**config.mk**
```make
export PLATFORM = sky130hd
export DESIGN_NAME = ili_cell
export DESIGN_NICKNAME = d
export VERILOG_FILES = /design/src/rtl/ili_pkg.sv /design/src/rtl/ili_cell.sv
export SDC_FILE = /design/constraint.sdc
export NUM_CORES = 1
export LEC_CHECK = 0
export BUFFER_PORTS_ARGS = -buffer_cell sky130_fd_sc_hd__buf_2
export CAP_MARGIN = 20
export CORE_MARGIN = 5
export CORE_UTILIZATION = 25
export DETAILED_ROUTE_END_ITERATION = 8
export GPL_TIMING_DRIVEN = 0
export HOLD_SLACK_MARGIN = 0.03
export PLACE_DENSITY_LB_ADDON = 0.3
export SYNTH_ARGS = -nofsm -noshare
export SYNTH_HDL_FRONTEND = slang
export SYNTH_SLANG_ARGS = --single-unit
```
**constraint.sdc**
```tcl
create_clock -name i_clk -period 3.18 [get_ports i_clk]
set_input_delay 0.318 -clock i_clk [delete_from_list [all_inputs] [get_ports i_clk]]
set_output_delay 0.318 -clock i_clk [all_outputs]
set_load 0.02 [all_outputs]
```
**src/rtl/ili_pkg.sv**
```systemverilog
// ----------------------------------------------------------------------------
// ili_pkg: shared types and codes for the indexed list
// Command and result word layouts, command and status codes, shift ops.
// ----------------------------------------------------------------------------
`default_nettype none

package ili_pkg;

    localparam int CAPACITY_DEF = 64;

    localparam int CMD_W   = 3;
    localparam int POS_W   = 7;
    localparam int VAL_W   = 32;
    localparam int STAT_W  = 2;
    localparam int COUNT_W = 7;

    localparam logic [CMD_W-1:0] CMD_GET  = 3'd0;
    localparam logic [CMD_W-1:0] CMD_HEAD = 3'd1;
    localparam logic [CMD_W-1:0] CMD_TAIL = 3'd2;
    localparam logic [CMD_W-1:0] CMD_AT   = 3'd3;
    localparam logic [CMD_W-1:0] CMD_DEL  = 3'd4;

    localparam logic [STAT_W-1:0] ST_DONE      = 2'd0;
    localparam logic [STAT_W-1:0] ST_BAD_INDEX = 2'd1;
    localparam logic [STAT_W-1:0] ST_FULL      = 2'd2;

    localparam logic signed [VAL_W-1:0] VAL_BAD = -32'sd1;

    typedef enum logic [1:0] {
        SHIFT_HOLD,
        SHIFT_INS,
        SHIFT_DEL
    } t_shift_op;

    typedef struct packed {
        logic [CMD_W-1:0]        command;
        logic [POS_W-1:0]        position;
        logic signed [VAL_W-1:0] value;
    } t_cmd_word;

    typedef struct packed {
        logic signed [VAL_W-1:0] read_value;
        logic [STAT_W-1:0]       status;
        logic [COUNT_W-1:0]      count;
    } t_rsp_word;

endpackage

`default_nettype wire

```
**src/rtl/ili_cell.sv**
```systemverilog
// ----------------------------------------------------------------------------
// ili_cell: one list slot
// Holds one entry; takes its left neighbor on insert, its right on delete.
// ----------------------------------------------------------------------------
`default_nettype none

module ili_cell #(
    parameter int IDX = 0,
    parameter int PW  = 7
) (
    input  wire logic                             i_clk,
    input  wire ili_pkg::t_shift_op               i_op,
    input  wire logic [PW-1:0]                    i_pos,
    input  wire logic signed [ili_pkg::VAL_W-1:0] i_value,
    input  wire logic signed [ili_pkg::VAL_W-1:0] i_left,
    input  wire logic signed [ili_pkg::VAL_W-1:0] i_right,
    output logic signed [ili_pkg::VAL_W-1:0]      o_value,
    output logic signed [ili_pkg::VAL_W-1:0]      o_hit
);
    import ili_pkg::*;

    localparam logic [PW-1:0] MY_IDX = PW'(IDX);

    logic signed [VAL_W-1:0] r_entry;
    logic signed [VAL_W-1:0] n_entry;

    always_comb begin
        n_entry = r_entry;
        case (i_op)
            SHIFT_INS: begin
                if (MY_IDX == i_pos) begin
                    n_entry = i_value;
                end else if (MY_IDX > i_pos) begin
                    n_entry = i_left;
                end
            end
            SHIFT_DEL: begin
                if (MY_IDX >= i_pos) begin
                    n_entry = i_right;
                end
            end
            default: n_entry = r_entry;
        endcase
    end

    always_ff @(posedge i_clk) begin
        r_entry <= n_entry;
    end

    assign o_value = r_entry;
    assign o_hit   = (MY_IDX == i_pos) ? r_entry : '0;

endmodule

`default_nettype wire

```
==> results of run 1 <==
-- layout make-up --
class	instances	area [um2]
Multi-Input combinational cell	148	920.9
Inverter	3	11.26
Clock buffer	5	68.82
Tap cell	102	127.6
Clock inverter	3	37.54
Buffer	26	137.6
Timing Repair Buffer	169	845.8
Fill cell	842	4697
Sequential cell	32	960.9
-- worst max-delay path, cell delays in order --
cell and delay [ns]:
buf_2 0.11, nor3_1 0.20, buf_2 0.26, clkbuf_1 0.39, a21oi_1 0.18, nor2_4 0.74
-- synthesized netlist by cell type --
| cell type | instances |
|---|---|
| clkinv_1 | 1 |
| o21ai_0 | 2 |
| or3_1 | 1 |
| nor3_1 | 1 |
| or4_4 | 1 |
| and3_1 | 32 |
| a21oi_1 | 1 |
| ha_1 | 2 |
| buf_4 | 3 |
| buf_6 | 3 |
| a31oi_1 | 32 |
| nand3_1 | 11 |
| clkbuf_1 | 15 |
| edfxtp_1 | 32 |
| nor4_2 | 1 |
| o21ai_1 | 30 |
| a2bb2oi_1 | 21 |
| nor2_1 | 13 |
| buf_2 | 5 |
| inv_1 | 2 |
-- worst paths after layout --
kind              slack [ns]           to  cells after the start
setup / recovery        0.88  o_value[10]                      6
hold / removal          0.36   o_value[0]                      2
-- per-stage QoR --
stage	setup TNS, ns	hold WS (ns)	util, %	area, um2
2_1_floorplan	0	0.5531	-	2023
3_3_place_gp	-24.42	0.6415	38.38	2997
3_5_place_dp	0	0.6514	38.48	3004
4_1_cts	0	0.3472	39.84	3110
5_1_grt	0	0.3607	39.84	3110
6_report	0	0.3552	39.84	3110
-- metal layers --
layer  GRT usage, %  wire [um]  vias to the layer above
li1               -          -                     1174
met1          19.59       3429                     1099
met2          27.76       4044                      123
met3          4.309        782                        7
met4          3.887         97                        0
met5              0          0                        -
-- report_power, final --
group / internal, mW / switching (mW)
clock network: 0.228 / 0.158
registers: 0.530 / 0.0229
logic: 0.126 / 0.185
total: 0.884 / 0.366
-- kinds of logic after synthesis --
| group | after synthesis | synth area share, % |
|---|---|---|
| DFF | 32 | 47.50 |
| buffers and inverters | 29 | 7.359 |
| AOI/OAI and AO/OA | 86 | 27.15 |
| adders and majority gates | 2 | 1.237 |
| and+or+nand+nor | 60 | 16.76 |
==> impl_metrics.ini, run 1 <==
[outcome]
run_status = complete, no violations

[floorplanning]
die_h_um = 99.96
die_w_um = 99.96
dieArea_um2 = 9992
ioPinCount = 170
start_util_pct = 25.91
std_cell_rows = 32
core_area_um2 = 7807

[clocking]
htreeDepth = 2
cts_resized = 0
cts_setup_buffers = 0
cts-root-buf = clkbuf_8
clkSlewWorstSetupHoldPaths_ns = 0.07
cts_hold_buf = 0
cts_inserted_buffers = 5
clockBufferDepth = 2
cts_sinks = 32
cts_tree = yes

[synth]
syn-cell-area_um2 = 2023
yosys_warnings = 0
synth_area_per_cell_um2 = 9.680
synth_area_leaders = edfxtp_1 47%, a31oi_1 9.9%, and3_1 9.9%
ys_types = 20
synth_area_leader_cell = edfxtp_1
seq_area_frac_synth_pct = 47.50
ys_ff_latch = 32
netlist.area_leader.share_pct = 47.50
syn_inst = 209
synth_fp_nets = 317

[power]
power_density_nw_per_um2 = 402.0
peakVddDrop_uv = 170.8
report.power.total_mw = 1.251
p_leak_nw = 1.540

[place]
place.port_buffers = 169
dp.cells = 480
place_hpwl_mm = 6.725
gp_congestion = 0.7904
place_ws_ns = 0.5145

[timing]
setup_viol = 0
hold_violations = 0
period_needed_ns = 2.302
slew_headroom_pct = 37.32
max_clock_freq_mhz = 434.4
fin_ws_ns = 0.8780
rsz0062_at_grt = no
slew_viol_final = 0
worst-slew-pin-transition_ns = 0.9380
fin_crit_sh_pct = 72.39

[finish]
nets = 493
mostFrequentLayoutCell = buf_2
mostFrequentLayoutCells = 174 x buf_2, 32 x a31oi_1, 32 x and3_1, 32 x edfxtp_1, 30 x o21ai_1
syn2layout_area_growth_pct = 53.74
drive_above_1_share_pct = 48.96
instances_no_fill = 488
largest_reg_flops = 32
diodes = 0

[worst_setup_path]
cp-end-kind = flop
crit_path_start = i_pos[3]
crit_fanout = 32
cp-start-kind = input port
crit_type = in2reg
required_ns = 3.09
cp.arrival_ns = 2.21

[worst_hold_path]
holdCritStartpoint = i_right[0]
hold_class = in2reg

[drt]
vias = 2403
dr.pass1.iters = 6
wire_per_inst_um = 17.12
via_per_inst = 4.924
wirelength_mm = 8.354
drc = 0
dr.first_iter.drc_count = 82
ant_nets = 0

[global_route]
grt_pass1_wl_mm = 12.47
grt_pass1_vias = 2424
gr-total-overflow = 0
grt_usage_pct = 15.97
antenna_found_initial = 0
grt_max_degree = 33

[flow_run]
cap_violations = 0
Power figures use the tool's default switching activity.
==> inputs of run 2 (changes only) <==
clock period = 2 ns   (was 3.18 ns; I/O delays follow)
==> impl_metrics.ini, run 2 (synthesized netlist as in run 1, its figures left out) <==
[power]
p_leak_nw = 1.559
peakVddDrop_uv = 204.0
report.power.total_mw = 1.892
power_density_nw_per_um2 = 601.5

[timing]
slew_viol_final = 0
hold_violations = 0
fin_crit_sh_pct = 93.00
rsz0062_at_grt = no
period_needed_ns = 1.860
max_clock_freq_mhz = 537.7
slew_headroom_pct = 64.65
setup_viol = 0
worst-slew-pin-transition_ns = 0.5302
whs_ns = 0.2392

[clocking]
htreeDepth = 2
cts_hold_buf = 0
cts_tree = yes
clkSlewWorstSetupHoldPaths_ns = 0.07
cts-root-buf = clkbuf_8
cts_sinks = 32
clockBufferDepth = 2
cts_inserted_buffers = 5

[global_route]
antenna_found_initial = 0
grt_pass1_vias = 2471
grt_usage_pct = 17.20
grt_max_degree = 17
gr-total-overflow = 0
grt_pass1_wl_mm = 13.19

[flow_run]
cap_violations = 0

[worst_hold_path]
whs_path_depth = 2
hold_class = in2reg
holdCritStartpoint = i_right[7]

[floorplanning]
die_h_um = 99.96
core_area_um2 = 7807
start_util_pct = 25.91
die_w_um = 99.96
std_cell_rows = 32
dieArea_um2 = 9992
ioPinCount = 170

[finish]
instances_no_fill = 492
mostFrequentLayoutCell = buf_2
diodes = 0
largest_reg_flops = 32
nets = 497
drive_above_1_share_pct = 49.74
mostFrequentLayoutCells = 174 x buf_2, 32 x a31oi_1, 32 x and3_1, 32 x edfxtp_1, 30 x o21ai_1
final_cell_area_um2 = 3146
syn2layout_area_growth_pct = 55.47

[drt]
dr.first_iter.drc_count = 72
dr.pass1.iters = 4
vias = 2483
wire_per_inst_um = 17.89
via_per_inst = 5.047
drc = 0
ant_nets = 0
wirelength_mm = 8.803

[worst_setup_path]
cp-start-kind = input port
cp-end-kind = primary output
cp.arrival_ns = 1.66
crit_fanout = 10
crit_path_start = i_pos[4]
crit_type = in2out
required_ns = 1.80

[place]
post_dp_cell_area_um2 = 3004
place.port_buffers = 169
place_hpwl_mm = 6.829
dp.cells = 480
gp_congestion = 0.7747

[outcome]
run_status = complete, no violations
-- run 2: cell count changes in the layout (fill, tap and decap cells not counted), sizes merged --
cell    before  now
bufinv       1    0
clkinv       3    2
buf        180  183
nor2        13   14
clkbuf      20   22
-- run 2: critical path, cell delays in order --
cell and delay [ns]:
buf_2 0.11, nor4_2 0.29, buf_4 0.23, clkbuf_1 0.42, and3_1 0.24, buf_2 0.16
-- run 2: worst paths after layout --
| kind | endpoint | slack (ns) |
|---|---|---|
| hold / removal | o_value[7] | 0.24 |
| setup / recovery | o_hit[19] | 0.14 |
-- run 2: area by class of cell --
type	count	area (um2)
repair buffers	172	893.4
clock buffers	7	76.32
multi-input cells	149	932.1
inverters	3	11.26
clock inverters	1	3.754
plain buffers	26	140.1
well taps	102	127.6
flip-flops and latches	32	960.9
fillers	823	4662
-- run 2: metrics by stage --
step           setup TNS, ns  utilization [%]  worst slack [ns]
2_1_floorplan              0                -            0.1589
3_3_place_gp          -19.58            38.48           -0.6136
3_5_place_dp          -20.38            38.48           -0.6389
4_1_cts                    0            40.26           0.05044
5_1_grt                    0            40.29           0.05110
6_report                   0            40.29            0.1401
-- run 2: where the power goes --
group / internal, mW / switching, mW
sequential: 0.843 / 0.0405
clock: 0.242 / 0.240
combinational: 0.220 / 0.306
-- run 2: what timing repair did --
action                     4_1_cts  5_1_grt
gates resized for setup          1        4
setup buffers                    3        0
setup endpoints to repair       32       17
cloned                           1        0
pin swaps                        2        0
-- run 2: per-layer routing --
metal	wire length (um)	GRT usage (%)
met3	700	3.683
met5	0	0
met1	3405	20.09
met2	4644	32.07
met4	52	3.676
==> inputs of run 3 (changes only) <==
CORE_ASPECT_RATIO = 0.6   (was not set)
CTS_BUF_LIST = sky130_fd_sc_hd__clkbuf_8   (was not set)
==> impl_metrics.ini, run 3 (synthesized netlist as in run 1, its figures left out) <==
[worst_setup_path]
crit_family = buffers and inverters
crit_type = in2out
required_ns = 1.80
cp_slowest_cell = clkbuf_1
worst_path_most_repeated_cell = buf_2
crit_fanout = 10
cp-end-kind = primary output
worst-path-buf-inv = 4
crit_path_start = i_pos[4]
crit_chain = buf_2, nor4_2, buf_4, clkbuf_1, and3_1, buf_2
cp.depth = 6
cp.arrival_ns = 1.68
cp-start-kind = input port
crit_path_max_incr_delay_ns = 0.42

[clocking]
clockBufferDepth = 2
cts_inserted_buffers = 5
htreeDepth = 2
cts_hold_buf = 0
cts_sinks = 32
clkSlewWorstSetupHoldPaths_ns = 0.06
cts-root-buf = clkbuf_8
cts_tree = yes

[finish]
largest_reg_flops = 32
instances_no_fill = 498
mostFrequentLayoutCells = 174 x buf_2, 32 x a31oi_1, 32 x and3_1, 32 x edfxtp_1, 30 x o21ai_1
syn2layout_area_growth_pct = 55.47
diodes = 0
final_util_pct = 39.90
fill_cells = 830
nets = 498
drive_above_1_share_pct = 50.26
mostFrequentLayoutCell = buf_2

[worst_hold_path]
whs_path_depth = 2
holdCritStartpoint = i_right[15]
hold_class = in2reg

[timing]
setup_tns_ns = 0
fin_crit_sh_pct = 93.97
slew_headroom_pct = 62.78
hold_violations = 0
rsz0062_at_grt = no
setup_viol = 0
fin_ws_ns = 0.1207
period_needed_ns = 1.879
worst-slew-pin-transition_ns = 0.5583
max_clock_freq_mhz = 532.1
slew_viol_final = 0

[place]
place_ws_ns = -0.6287
dp.cells = 486
place_hpwl_mm = 7.103
gp_congestion = 0.8430
place.port_buffers = 169

[global_route]
antenna_found_initial = 0
grt_max_degree = 17
grt_pass1_vias = 2563
grt_pass1_wl_mm = 13.43
grt_usage_pct = 17.08
gr-total-overflow = 0

[floorplanning]
start_util_pct = 25.67
core_area_um2 = 7883
die_h_um = 79.68
std_cell_rows = 25
ioPinCount = 170
dieArea_um2 = 10050
die_w_um = 126.1

[drt]
via_per_inst = 4.938
vias = 2459
ant_nets = 0
wirelength_mm = 9.027
dr.first_iter.drc_count = 131
drc = 0
wire_per_inst_um = 18.13
dr.pass1.iters = 4

[outcome]
run_status = complete, no violations

[power]
p_leak_nw = 1.565
peakVddDrop_uv = 202.9
report.power.total_mw = 1.874
power_density_nw_per_um2 = 595.9

[flow_run]
cap_violations = 0
## run 3: cell count changes in the layout (fill, tap and decap cells not counted)
cell      change
inv_1         +1
clkbuf_1      -2
clkinv_2      +1
clkinv_1      -1
buf_12        -1
buf_4         +2
## run 3: final cells by class
type / instances / area [um2] / share of cell area [%]
inverter: 3 / 11.26 / 0.3580
clock buffer: 5 / 68.82 / 2.188
multi-input combinational: 149 / 932.1 / 29.63
sequential: 32 / 960.9 / 30.55
tap: 108 / 135.1 / 4.296
timing repair buffer: 173 / 888.4 / 28.24
buffer: 26 / 140.1 / 4.455
clock inverter: 2 / 8.758 / 0.2784
## run 3: path summary, 6_finish.rpt
path,to,slack [ns]
hold / removal,o_value[15],0.25
setup / recovery,o_hit[21],0.12
## run 3: through the flow
step / cell area (um2) / hold WS, ns
after global routing: 3146 / 0.2350
after global placement: 3012 / 0.5259
after detailed placement: 3012 / 0.5374
final: 3146 / 0.2533
after CTS: 3143 / 0.2370
after floorplan: 2031 / 0.4351
## run 3: per-layer routing
layer	track usage, %	routed length [um]
met1	23.04	4071
met2	27.36	4110
met4	3.105	43
met5	0	0
met3	5.281	801
## run 3: where the power goes
part | total [mW] | internal [mW] | switching [mW] | leakage (nW)
sequential | 0.882 | 0.843 | 0.0390 | 0.306
clock | 0.462 | 0.231 | 0.231 | 0.0452
combinational | 0.531 | 0.217 | 0.313 | 1.21
## run 3: what timing repair did
item	in CTS	in global routing
resized for setup	1	4
buffers inserted	4	0
cloned	1	0
pin swaps	2	0
setup endpoints to repair	32	24
